## src/sv/aipd_pkg.sv

```systemverilog
// Shared constants, register indexes and state encoding of the impact peak detector.
package aipd_pkg;

  localparam int TIME_BITS_DEF       = 48;
  localparam int FLOOR_FRAC_BITS_DEF = 24;

  localparam int CFG_IDX_BITS  = 3;
  localparam int CFG_DATA_BITS = 24;

  localparam int MUL_B_BITS     = 24;
  localparam int MUL_DIGIT_BITS = 4;

  localparam logic [CFG_IDX_BITS-1:0] REG_THRESHOLD_GAIN   = 3'd0;
  localparam logic [CFG_IDX_BITS-1:0] REG_MINIMUM_PEAK     = 3'd1;
  localparam logic [CFG_IDX_BITS-1:0] REG_INITIAL_FLOOR    = 3'd2;
  localparam logic [CFG_IDX_BITS-1:0] REG_CLIP_GAIN        = 3'd3;
  localparam logic [CFG_IDX_BITS-1:0] REG_SMOOTHING_FACTOR = 3'd4;
  localparam logic [CFG_IDX_BITS-1:0] REG_CONFIRM_TICKS    = 3'd5;
  localparam logic [CFG_IDX_BITS-1:0] REG_REFRACTORY_TICKS = 3'd6;

  localparam logic [15:0] THRESHOLD_GAIN_RST   = 16'd1024;
  localparam logic [15:0] MINIMUM_PEAK_RST     = 16'd3277;
  localparam logic [15:0] INITIAL_FLOOR_RST    = 16'd328;
  localparam logic [15:0] CLIP_GAIN_RST        = 16'd512;
  localparam logic [23:0] SMOOTHING_FACTOR_RST = 24'd350;
  localparam logic [23:0] CONFIRM_TICKS_RST    = 24'd240;
  localparam logic [23:0] REFRACTORY_TICKS_RST = 24'd24000;

  localparam logic [15:0] FULL_SCALE = 16'd32768;

  localparam logic KIND_IMPACT = 1'b0;
  localparam logic KIND_ERROR  = 1'b1;

  typedef enum logic [3:0] {
    S_IDLE,
    S_OPEN1,
    S_OPEN2,
    S_THR,
    S_THR_WAIT,
    S_DECIDE,
    S_ONSET2,
    S_CLIP_WAIT,
    S_DIFF,
    S_SMOOTH,
    S_SMOOTH_WAIT,
    S_UPD,
    S_FLUSH
  } aipd_state_e;

endpackage

```

## src/sv/aipd_ser_mul.sv

```systemverilog
// Digit-serial shift-and-add multiplier, one multiplier digit per cycle.
module aipd_ser_mul #(
  parameter int A_BITS = aipd_pkg::FLOOR_FRAC_BITS_DEF + 1
) (
  input  logic                                 clk_i,
  input  logic                                 rst_ni,
  input  logic                                 start_i,
  input  logic [A_BITS-1:0]                    a_i,
  input  logic [aipd_pkg::MUL_B_BITS-1:0]      b_i,
  output logic                                 done_o,
  output logic [A_BITS+aipd_pkg::MUL_B_BITS-1:0] prod_o
);
  import aipd_pkg::*;

  localparam int PW     = A_BITS + MUL_B_BITS;
  localparam int DIGITS = MUL_B_BITS / MUL_DIGIT_BITS;
  localparam int CW     = (DIGITS > 1) ? $clog2(DIGITS) : 1;

  logic                  busy_q;
  logic                  done_q;
  logic [CW-1:0]         cnt_q;
  logic [A_BITS-1:0]     a_q;
  logic [MUL_B_BITS-1:0] b_q;
  logic [PW-1:0]         acc_q;
  logic [A_BITS+MUL_DIGIT_BITS-1:0] part;

  assign part = a_q * b_q[MUL_B_BITS-1 -: MUL_DIGIT_BITS];

  always_ff @(posedge clk_i or negedge rst_ni) begin
    if (!rst_ni) begin
      busy_q <= 1'b0;
      done_q <= 1'b0;
      cnt_q  <= '0;
    end else if (start_i) begin
      busy_q <= 1'b1;
      done_q <= 1'b0;
      cnt_q  <= '0;
    end else if (busy_q) begin
      cnt_q <= cnt_q + 1'b1;
      if (cnt_q == CW'(DIGITS - 1)) begin
        busy_q <= 1'b0;
        done_q <= 1'b1;
      end
    end else begin
      done_q <= 1'b0;
    end
  end

  always_ff @(posedge clk_i) begin
    if (start_i) begin
      a_q   <= a_i;
      b_q   <= b_i;
      acc_q <= '0;
    end else if (busy_q) begin
      acc_q <= (acc_q << MUL_DIGIT_BITS) + PW'(part);
      b_q   <= b_q << MUL_DIGIT_BITS;
    end
  end

  assign done_o = done_q;
  assign prod_o = acc_q;

endmodule

```

## src/sv/aipd_out_fifo.sv

```systemverilog
// Two-entry result queue that decouples the sequencer from the output channel.
module aipd_out_fifo #(
  parameter int WIDTH = 2 * aipd_pkg::TIME_BITS_DEF + 50
) (
  input  logic             clk_i,
  input  logic             rst_ni,
  input  logic             push_i,
  input  logic [WIDTH-1:0] push_data_i,
  output logic             full_o,
  output logic             out_valid_o,
  input  logic             out_stall_i,
  output logic [WIDTH-1:0] out_data_o
);
  import aipd_pkg::*;

  logic [WIDTH-1:0] mem_q [2];
  logic             wr_ptr_q;
  logic             rd_ptr_q;
  logic [1:0]       count_q;
  logic             pop;

  assign pop         = out_valid_o && !out_stall_i;
  assign full_o      = count_q == 2'd2;
  assign out_valid_o = count_q != 2'd0;
  assign out_data_o  = mem_q[rd_ptr_q];

  always_ff @(posedge clk_i or negedge rst_ni) begin
    if (!rst_ni) begin
      wr_ptr_q <= 1'b0;
      rd_ptr_q <= 1'b0;
      count_q  <= 2'd0;
    end else begin
      if (push_i) wr_ptr_q <= ~wr_ptr_q;
      if (pop) rd_ptr_q <= ~rd_ptr_q;
      case ({push_i, pop})
        2'b10:   count_q <= count_q + 2'd1;
        2'b01:   count_q <= count_q - 2'd1;
        default: count_q <= count_q;
      endcase
    end
  end

  always_ff @(posedge clk_i) begin
    if (push_i) mem_q[wr_ptr_q] <= push_data_i;
  end

endmodule

```

## src/sv/adaptive_impact_peak_detector.sv

```systemverilog
// Top level of the adaptive impact peak detector with refractory period.
// A new sample is accepted only in the idle state, once the previous sample has finished the path
// it took and its results are flushed into the result queue, so samples are never overlapped.
// The time per sample depends on the path taken and on the digit-serial multiplier (six 4-bit
// digits) shared by the threshold, clip and smoothing products; a full result queue stalls the
// flush. Reset: asynchronous, active low.
module adaptive_impact_peak_detector #(
  parameter int TIME_BITS       = aipd_pkg::TIME_BITS_DEF,
  parameter int FLOOR_FRAC_BITS = aipd_pkg::FLOOR_FRAC_BITS_DEF
) (
  input  logic                              clk_i,
  input  logic                              rst_ni,
  input  logic                              cfg_we_i,
  input  logic [aipd_pkg::CFG_IDX_BITS-1:0]  cfg_index_i,
  input  logic [aipd_pkg::CFG_DATA_BITS-1:0] cfg_data_i,
  input  logic                              in_valid_i,
  output logic                              in_stall_o,
  input  logic signed [15:0]                pcm_sample_i,
  input  logic [TIME_BITS-1:0]              tick_time_i,
  output logic                              out_valid_o,
  input  logic                              out_stall_i,
  output logic                              event_kind_o,
  output logic [TIME_BITS-1:0]              strike_tick_o,
  output logic [TIME_BITS-1:0]              confirm_tick_o,
  output logic [15:0]                       peak_level_o,
  output logic [15:0]                       floor_at_onset_o,
  output logic [15:0]                       threshold_at_onset_o,
  output logic                              last_of_run_o
);
  import aipd_pkg::*;

  localparam int F  = FLOOR_FRAC_BITS;
  localparam int NW = F + 1;              // noise level, Q1.F
  localparam int PW = NW + MUL_B_BITS;    // multiplier product
  localparam int TW = TIME_BITS;
  localparam int RW = 1 + 2 * TW + 48;    // kind, two ticks, three levels
  localparam logic [NW-1:0] ONE_F = NW'(1) << F;
  localparam logic [TW-1:0] TMAX  = '1;

  // Saturating addition of a tick count to a timestamp.
  function automatic logic [TW-1:0] time_add(input logic [TW-1:0] a, input logic [23:0] b);
    logic [TW:0] s;
    s = {1'b0, a} + (TW + 1)'(b);
    return s[TW] ? TMAX : s[TW-1:0];
  endfunction

  // Configuration registers.
  logic [15:0] thr_gain_q, min_peak_q, init_floor_q, clip_gain_q;
  logic [23:0] smooth_q, confirm_q, refr_q;

  // Detector state.
  aipd_state_e state_q, state_d;
  logic [NW-1:0] noise_q, noise_d;
  logic          open_q, open_d;
  logic [TW-1:0] strike_q, strike_d;
  logic [15:0]   peak_q, peak_d, hfloor_q, hfloor_d, hthr_q, hthr_d;
  logic [TW-1:0] deadline_q, deadline_d, rend_q, rend_d;
  logic          armed_q, armed_d, seen_q, seen_d;
  logic [TW-1:0] prev_q, prev_d;

  // Current sample and result staging.
  logic [15:0]   mag_q, mag_d;
  logic [TW-1:0] t_q, t_d;
  logic [RW-1:0] res_q [2];
  logic [RW-1:0] res_d [2];
  logic [1:0]    n_q, n_d;
  logic [1:0]    idx_q, idx_d;
  logic [NW-1:0] diff_q, diff_d;
  logic          up_q, up_d;

  logic          in_acc;
  logic          err_now;
  logic [15:0]   mag_in;
  logic          mul_start, mul_done;
  logic [NW-1:0] mul_a;
  logic [MUL_B_BITS-1:0] mul_b;
  logic [PW-1:0] mul_prod;
  logic          fifo_push, fifo_full;
  logic [RW:0]   fifo_in, fifo_out;

  logic [NW-1:0] init_q_f, basis;
  logic [15:0]   init_c;
  logic          above, free, due;
  logic [PW-1:0] thr_full, limit, x_full, x_sel;
  logic [15:0]   thr_c;
  logic [NW-1:0] x_n;
  logic [PW:0]   step;
  logic [NW:0]   sum_up;
  logic [RW-1:0] emit_rec;

  assign in_acc  = in_valid_i && !in_stall_o;
  assign err_now = seen_q && (tick_time_i <= prev_q);
  assign mag_in  = pcm_sample_i[15] ? (~pcm_sample_i + 16'd1) : pcm_sample_i;

  assign init_c   = (init_floor_q > FULL_SCALE) ? FULL_SCALE : init_floor_q;
  assign init_q_f = NW'(init_c) << (F - 15);
  assign basis    = (noise_q > init_q_f) ? noise_q : init_q_f;

  // Threshold test against the product of floor and gain, exact in the wide domain.
  assign above    = (mag_q >= min_peak_q) && ((PW'(mag_q) << (F - 7)) >= mul_prod);
  assign free     = !armed_q || (t_q >= rend_q);
  assign due      = t_q >= deadline_q;
  assign thr_full = mul_prod >> (F - 7);
  always_comb begin
    thr_c = 16'hFFFF;
    if (thr_full < PW'(min_peak_q)) thr_c = min_peak_q;
    else if (thr_full <= PW'(16'hFFFF)) thr_c = thr_full[15:0];
  end

  // Clip the new magnitude to the limit derived from the floor.
  assign limit  = mul_prod >> 8;
  assign x_full = PW'(mag_q) << (F - 15);
  assign x_sel  = (x_full > limit) ? limit : x_full;
  assign x_n    = x_sel[NW-1:0];

  // Floor step, rounded toward minus infinity in both directions.
  assign step   = up_q ? ((PW + 1)'(mul_prod) >> 24)
                       : (((PW + 1)'(mul_prod) + (PW + 1)'(24'hFFFFFF)) >> 24);
  assign sum_up = (NW + 1)'(noise_q) + step[NW:0];

  assign emit_rec = {KIND_IMPACT, strike_q, t_q, peak_q, hfloor_q, hthr_q};

  // Next state.
  always_comb begin
    state_d = state_q;
    unique case (state_q)
      S_IDLE: begin
        if (in_acc) begin
          if (err_now) state_d = S_FLUSH;
          else if (open_q) state_d = S_OPEN1;
          else state_d = S_THR;
        end
      end
      S_OPEN1:       state_d = due ? S_THR : S_OPEN2;
      S_OPEN2:       state_d = S_FLUSH;
      S_THR:         state_d = S_THR_WAIT;
      S_THR_WAIT:    if (mul_done) state_d = S_DECIDE;
      S_DECIDE:      state_d = (free && above) ? S_ONSET2 : S_CLIP_WAIT;
      S_ONSET2:      state_d = S_FLUSH;
      S_CLIP_WAIT:   if (mul_done) state_d = S_DIFF;
      S_DIFF:        state_d = S_SMOOTH;
      S_SMOOTH:      state_d = S_SMOOTH_WAIT;
      S_SMOOTH_WAIT: if (mul_done) state_d = S_UPD;
      S_UPD:         state_d = S_FLUSH;
      S_FLUSH: begin
        if (n_q == 2'd0) state_d = S_IDLE;
        else if (!fifo_full && (idx_q == n_q - 2'd1)) state_d = S_IDLE;
      end
      default:       state_d = S_IDLE;
    endcase
  end

  // Handshake and multiplier control.
  always_comb begin
    in_stall_o = state_q != S_IDLE;
    mul_start  = 1'b0;
    mul_a      = noise_q;
    mul_b      = MUL_B_BITS'(thr_gain_q);
    fifo_push  = 1'b0;
    unique case (state_q)
      S_THR: mul_start = 1'b1;
      S_DECIDE: begin
        mul_start = !(free && above);
        mul_a     = basis;
        mul_b     = MUL_B_BITS'(clip_gain_q);
      end
      S_SMOOTH: begin
        mul_start = 1'b1;
        mul_a     = diff_q;
        mul_b     = smooth_q;
      end
      S_FLUSH: fifo_push = (n_q != 2'd0) && !fifo_full;
      default: ;
    endcase
  end

  assign fifo_in = {res_q[idx_q[0]], idx_q == n_q - 2'd1};

  // Datapath next values.
  always_comb begin
    noise_d    = noise_q;
    open_d     = open_q;
    strike_d   = strike_q;
    peak_d     = peak_q;
    hfloor_d   = hfloor_q;
    hthr_d     = hthr_q;
    deadline_d = deadline_q;
    rend_d     = rend_q;
    armed_d    = armed_q;
    seen_d     = seen_q;
    prev_d     = prev_q;
    mag_d      = mag_q;
    t_d        = t_q;
    res_d[0]   = res_q[0];
    res_d[1]   = res_q[1];
    n_d        = n_q;
    idx_d      = idx_q;
    diff_d     = diff_q;
    up_d       = up_q;
    unique case (state_q)
      S_IDLE: begin
        if (cfg_we_i && (cfg_index_i == REG_INITIAL_FLOOR) && !seen_q) begin
          noise_d = NW'(((cfg_data_i[15:0] > FULL_SCALE) ? FULL_SCALE : cfg_data_i[15:0]))
                    << (F - 15);
        end
        if (in_acc) begin
          mag_d = mag_in;
          t_d   = tick_time_i;
          idx_d = 2'd0;
          if (err_now) begin
            res_d[0] = {KIND_ERROR, {(RW - 1){1'b0}}};
            n_d      = 2'd1;
          end else begin
            n_d    = 2'd0;
            seen_d = 1'b1;
            prev_d = tick_time_i;
          end
        end
      end
      S_OPEN1: begin
        if (due) begin
          res_d[n_q[0]] = emit_rec;
          n_d     = n_q + 2'd1;
          rend_d  = time_add(strike_q, refr_q);
          armed_d = 1'b1;
          open_d  = 1'b0;
        end else if (mag_q > peak_q) begin
          strike_d   = t_q;
          peak_d     = mag_q;
          deadline_d = time_add(t_q, confirm_q);
        end
      end
      S_OPEN2, S_ONSET2: begin
        if (due) begin
          res_d[n_q[0]] = emit_rec;
          n_d     = n_q + 2'd1;
          rend_d  = time_add(strike_q, refr_q);
          armed_d = 1'b1;
          open_d  = 1'b0;
        end
      end
      S_DECIDE: begin
        if (free && above) begin
          open_d     = 1'b1;
          strike_d   = t_q;
          peak_d     = mag_q;
          hfloor_d   = 16'(noise_q >> (F - 15));
          hthr_d     = thr_c;
          deadline_d = time_add(t_q, confirm_q);
        end
      end
      S_DIFF: begin
        up_d   = x_n >= noise_q;
        diff_d = (x_n >= noise_q) ? (x_n - noise_q) : (noise_q - x_n);
      end
      S_UPD: begin
        if (up_q) begin
          noise_d = (sum_up > (NW + 1)'(ONE_F)) ? ONE_F : sum_up[NW-1:0];
        end else begin
          noise_d = (step > (PW + 1)'(noise_q)) ? '0 : (noise_q - step[NW-1:0]);
        end
      end
      S_FLUSH: begin
        if (fifo_push) idx_d = idx_q + 2'd1;
      end
      default: ;
    endcase
  end

  always_ff @(posedge clk_i or negedge rst_ni) begin
    if (!rst_ni) begin
      state_q      <= S_IDLE;
      thr_gain_q   <= THRESHOLD_GAIN_RST;
      min_peak_q   <= MINIMUM_PEAK_RST;
      init_floor_q <= INITIAL_FLOOR_RST;
      clip_gain_q  <= CLIP_GAIN_RST;
      smooth_q     <= SMOOTHING_FACTOR_RST;
      confirm_q    <= CONFIRM_TICKS_RST;
      refr_q       <= REFRACTORY_TICKS_RST;
      noise_q      <= NW'(INITIAL_FLOOR_RST) << (F - 15);
      open_q       <= 1'b0;
      strike_q     <= '0;
      peak_q       <= '0;
      hfloor_q     <= '0;
      hthr_q       <= '0;
      deadline_q   <= '0;
      rend_q       <= '0;
      armed_q      <= 1'b0;
      seen_q       <= 1'b0;
      prev_q       <= '0;
      n_q          <= 2'd0;
      idx_q        <= 2'd0;
    end else begin
      state_q    <= state_d;
      noise_q    <= noise_d;
      open_q     <= open_d;
      strike_q   <= strike_d;
      peak_q     <= peak_d;
      hfloor_q   <= hfloor_d;
      hthr_q     <= hthr_d;
      deadline_q <= deadline_d;
      rend_q     <= rend_d;
      armed_q    <= armed_d;
      seen_q     <= seen_d;
      prev_q     <= prev_d;
      n_q        <= n_d;
      idx_q      <= idx_d;
      if (cfg_we_i) begin
        case (cfg_index_i)
          REG_THRESHOLD_GAIN:   thr_gain_q   <= cfg_data_i[15:0];
          REG_MINIMUM_PEAK:     min_peak_q   <= cfg_data_i[15:0];
          REG_INITIAL_FLOOR:    init_floor_q <= cfg_data_i[15:0];
          REG_CLIP_GAIN:        clip_gain_q  <= cfg_data_i[15:0];
          REG_SMOOTHING_FACTOR: smooth_q     <= cfg_data_i;
          REG_CONFIRM_TICKS:    confirm_q    <= cfg_data_i;
          REG_REFRACTORY_TICKS: refr_q       <= cfg_data_i;
          default: ;
        endcase
      end
    end
  end

  // Payload registers of the sample in flight.
  always_ff @(posedge clk_i) begin
    mag_q    <= mag_d;
    t_q      <= t_d;
    res_q[0] <= res_d[0];
    res_q[1] <= res_d[1];
    diff_q   <= diff_d;
    up_q     <= up_d;
  end

  aipd_ser_mul #(
    .A_BITS(NW)
  ) u_mul (
    .clk_i  (clk_i),
    .rst_ni (rst_ni),
    .start_i(mul_start),
    .a_i    (mul_a),
    .b_i    (mul_b),
    .done_o (mul_done),
    .prod_o (mul_prod)
  );

  aipd_out_fifo #(
    .WIDTH(RW + 1)
  ) u_fifo (
    .clk_i      (clk_i),
    .rst_ni     (rst_ni),
    .push_i     (fifo_push),
    .push_data_i(fifo_in),
    .full_o     (fifo_full),
    .out_valid_o(out_valid_o),
    .out_stall_i(out_stall_i),
    .out_data_o (fifo_out)
  );

  assign {event_kind_o, strike_tick_o, confirm_tick_o, peak_level_o,
          floor_at_onset_o, threshold_at_onset_o, last_of_run_o} = fifo_out;

  // A result transaction is never written into a full queue.
  a_no_overflow: assert property (@(posedge clk_i) disable iff (!rst_ni)
    fifo_push |-> !fifo_full) else $error("result pushed into full queue");

  // The noise floor never exceeds full scale.
  a_floor_range: assert property (@(posedge clk_i) disable iff (!rst_ni)
    noise_q <= ONE_F) else $error("noise floor above full scale");

  // A non-increasing timestamp yields exactly one pending result.
  a_error_one: assert property (@(posedge clk_i) disable iff (!rst_ni)
    (in_acc && err_now) |=> (state_q == S_FLUSH && n_q == 2'd1))
    else $error("timestamp error not staged as a single result");

  // The multiplier is never started during the flush state.
  a_mul_flush: assert property (@(posedge clk_i) disable iff (!rst_ni)
    (state_q == S_FLUSH) |-> !mul_start) else $error("multiplier started during flush");

endmodule
```

## config.mk

```make
export PLATFORM = sky130hd
export DESIGN_NAME = adaptive_impact_peak_detector
export DESIGN_NICKNAME = d
export VERILOG_FILES = /design/src/sv/aipd_pkg.sv /design/src/sv/aipd_ser_mul.sv /design/src/sv/aipd_out_fifo.sv /design/src/sv/adaptive_impact_peak_detector.sv
export SDC_FILE = /design/constraint.sdc
export NUM_CORES = 2
export LEC_CHECK = 0
export BUFFER_PORTS_ARGS = -buffer_cell sky130_fd_sc_hd__buf_4
export CORE_ASPECT_RATIO = 1.4
export CORE_MARGIN = 4
export CORE_UTILIZATION = 62
export CTS_CLUSTER_SIZE = 10
export DETAILED_ROUTE_END_ITERATION = 10
export PLACE_DENSITY = 0.89
export SLEW_MARGIN = 25
export SYNTH_ARGS = -nofsm -noshare
export SYNTH_HDL_FRONTEND = slang
export SYNTH_SLANG_ARGS = --single-unit
export TNS_END_PERCENT = 1
```

## constraint.sdc

```tcl
create_clock -name clk_i -period 13.96 [get_ports clk_i]
set_input_delay 1.396 -clock clk_i [delete_from_list [all_inputs] [get_ports clk_i]]
set_output_delay 1.396 -clock clk_i [all_outputs]
set_load 0.05 [all_outputs]
```

==> flow_summary.toml <==
[run_status]
status = "completed"

[cts]
cts_buffers = 138
holdBufCountCts = 0
cts_sinks = 1191
insertion_delay_ns = 0.78
post_cts_buffers = 0
path_clk_slew_ns = 0.07
ctsResizeCount = 0
htree_levels = 4
cts-root-buf = "clkbuf_16"
cts_tree = "done"
clockBufferDepth = 3

[power_and_ir_drop]
pwr-share-comb = 0.541
seq_power_share = 0.294
leakage_uw = 0.03023
p_int_uw = 11300
vdd_drop_max_uv = 196.2
power.switching_uw = 9270
clockPowerShare = 0.166
power_density_nw_per_um2 = 281.3
p_sw_frac = 0.4506

[detailed_routing]
drt-total-wl_um = 195300
wire_per_inst_um = 26.43
drt_pre_antenna_iters = 9
via_count = 48578
ant_nets = 0
first_iter_violations = 5314
vias_per_cell = 6.575
post-route-drc-count = 0

[cells_and_area]
fillers = 6914
synthToLayoutAreaGrowth_pct = 11.24
final_common_cell = "edfxtp_1"
final_cell_mix = "edfxtp_1, mux2_2, ha_1, nor2_1, inv_1"
nets = 6510
final_area_um2 = 73140
final_layout_size_suffix_gt1_frac = 0.1786

[flow_run]
drv_cap = 0

[global_routing]
grt_antenna_before_repair = 12
top_usage_layer = "met2"
grt_max_degree = 101
met1_usage = 0.3821
gr-usage-met3 = 0.06642
grt_pass1_vias = 50414
grt-ovfl-total = 0
grt_pass1_wl_um = 297200
grtUsageMet2 = 0.5827
track_usage = 0.3441

[synthesis]
synth_edf_count = 721
avgSynthCellArea_um2 = 11.48
seq_area_frac_synth = 0.5051
netlist.top_cell.by_area = "edfxtp_1"
async_flop_share = 0.3535
synth_top_area_frac = 0.3293
synth_seq_cells = 1191
synth_nets = 6337
ys_top_cells_by_area = "edfxtp_1, dfrtp_1, mux2_2"
syn_inst = 5727
syn_area_um2 = 65750
synth_top_flop_cell = "edfxtp_1"
synth.distinct_cells = 95
yosysWarnings = 0

[worst_setup_path]
worstPathMaxFanout = 32
cp_data_arrival_time_ns = 8.49
end_kind = "register"
setup.worst_path.start_class = "register"
critical_path_class = "register to register"
crit_required_ns = 14.49

[timing]
period_minus_slack_ns = 7.961
slew_headroom = 0.2831
hold_viol = 0
skew_ns = 0.03612
fmax_ghz = 0.1256
final.setup.tns_ns = 0
slew_viol_final = 0
worst_slew_pin_slew_ns = 1.069
setup_viol = 0
grt_setup_unrepaired = "false"
period_share = 0.5703

[place]
place_area_um2 = 68830
gp_congestion = 1.023
place_hpwl_um = 134200
portBuffers = 243

[die]
die_w_um = 283.2
die_area_um2 = 111400
pin_count = 244
num_rows = 141
initial_core_util = 0.6232
coreArea_um2 = 105500
dieHeight_um = 393.3

[min_path]
hp-class = "register to register"
cell families (layout without fill, tap and decap cells):
family,Yosys count,in the layout,share of synthesized area
AO/OA/AOI/OAI,1108,1108,0.1090
XOR/XNOR,207,207,0.02757
adder cells (fa/ha/maj),514,514,0.1065
buffers and inverters,678,966,0.03918
flip-flops,1191,1191,0.5051
multiplexers,698,698,0.1160
other,0,15,0
AND/OR/NAND/NOR,1331,1331,0.09667
metrics by stage:
step | worst slack [ns] | power [µW] | hold WS [ns] | util | instances
after floorplan | 2.895 | 13570 | 0.4254 | - | 5727
after global placement | 6.449 | 16290 | 0.4416 | 0.6519 | 7114
after detailed placement | 6.353 | 16700 | 0.4464 | 0.6525 | 7116
after CTS | 6.315 | 20330 | 0.4596 | 0.6922 | 7371
after global routing | 5.488 | 21640 | 0.4932 | 0.6930 | 7376
final | 5.999 | 20570 | 0.4610 | 0.6932 | 7388
power groups by stage:
| stage | Sequential (µW) | Clock [µW] | Combinational (µW) |
|---|---|---|---|
| floorplan | 5640 | 0 | 7920 |
| global placement | 5940 | 0 | 10300 |
| detailed placement | 6030 | 0 | 10700 |
| CTS | 6000 | 3420 | 10900 |
| global route | 6120 | 3570 | 12000 |
| finish | 6040 | 3410 | 11100 |
synthesized netlist by cell type, types with 40 or more instances:
library cell / count
xnor2_1: 142
nor2_1: 415
mux2i_1: 184
nand3_1: 81
dfrtp_1: 389
o31ai_1: 40
a211oi_1: 47
clkbuf_1: 244
nand2b_1: 44
o21ai_0: 292
a21o_1: 149
xor2_1: 65
edfxtp_1: 721
nand4_1: 81
nor2b_1: 56
dfxtp_1: 49
ha_1: 438
and2_1: 57
mux2_2: 514
a21oi_1: 236
fa_1: 76
nor3_1: 58
inv_1: 407
nand2_1: 366
a22oi_1: 61
a31oi_1: 41
routing by layer:
metal / up-vias / wire length [µm]
met3: 877 / 14970
li1: 21081 / -
met1: 23903 / 66570
met5: - / 70
met4: 10 / 17470
met2: 2707 / 96200
worst paths after layout:
| path | start | endpoint | slack (ns) | cells past startpoint |
|---|---|---|---|---|
| max | u_mul.prod_o[29] | diff_q[24] | 6.00 | 20 |
| min in group asynchronous | rst_ni | hfloor_q[7] | 0.61 | 1 |
| max in group asynchronous | rst_ni | smooth_q[9] | 11.10 | 3 |
| min | armed_q | armed_q | 0.46 | 1 |
| min reg2reg | armed_q | armed_q | 0.46 | 1 |
| max reg2reg | u_mul.prod_o[29] | diff_q[24] | 6.00 | 20 |
worst max-delay path, cell delays in order, from the launching register on:
cell and delay, ns:
dfxtp_1 0.60, inv_1 0.25, ha_1 0.35, nand4_1 0.18, or3_1 0.47, or2_2 0.33
a41oi_1 0.64, nand2_1 0.74, nand2_1 0.23, o21ai_0 0.15, ha_1 0.58, nand2_1 0.13
nor2_1 0.30, nand4_1 0.21, o311a_1 0.41, o21ai_2 0.48, buf_4 0.46, mux2i_1 0.62
o221ai_1 0.23, a211oi_1 0.26, xnor2_1 0.09
layout make-up:
class | instances | area, µm² | share of cell area
timing repair buffer | 304 | 2359 | 0.03225
clock inverter | 12 | 192.7 | 0.002635
antenna | 15 | 37.54 | 0.0005132
multi-input combinational | 3858 | 30100 | 0.4115
sequential | 1191 | 33220 | 0.4542
inverter | 407 | 1529 | 0.02091
tap | 1358 | 1699 | 0.02323
clock buffer | 243 | 4004 | 0.05474
(Power assumes the default switching activity.)
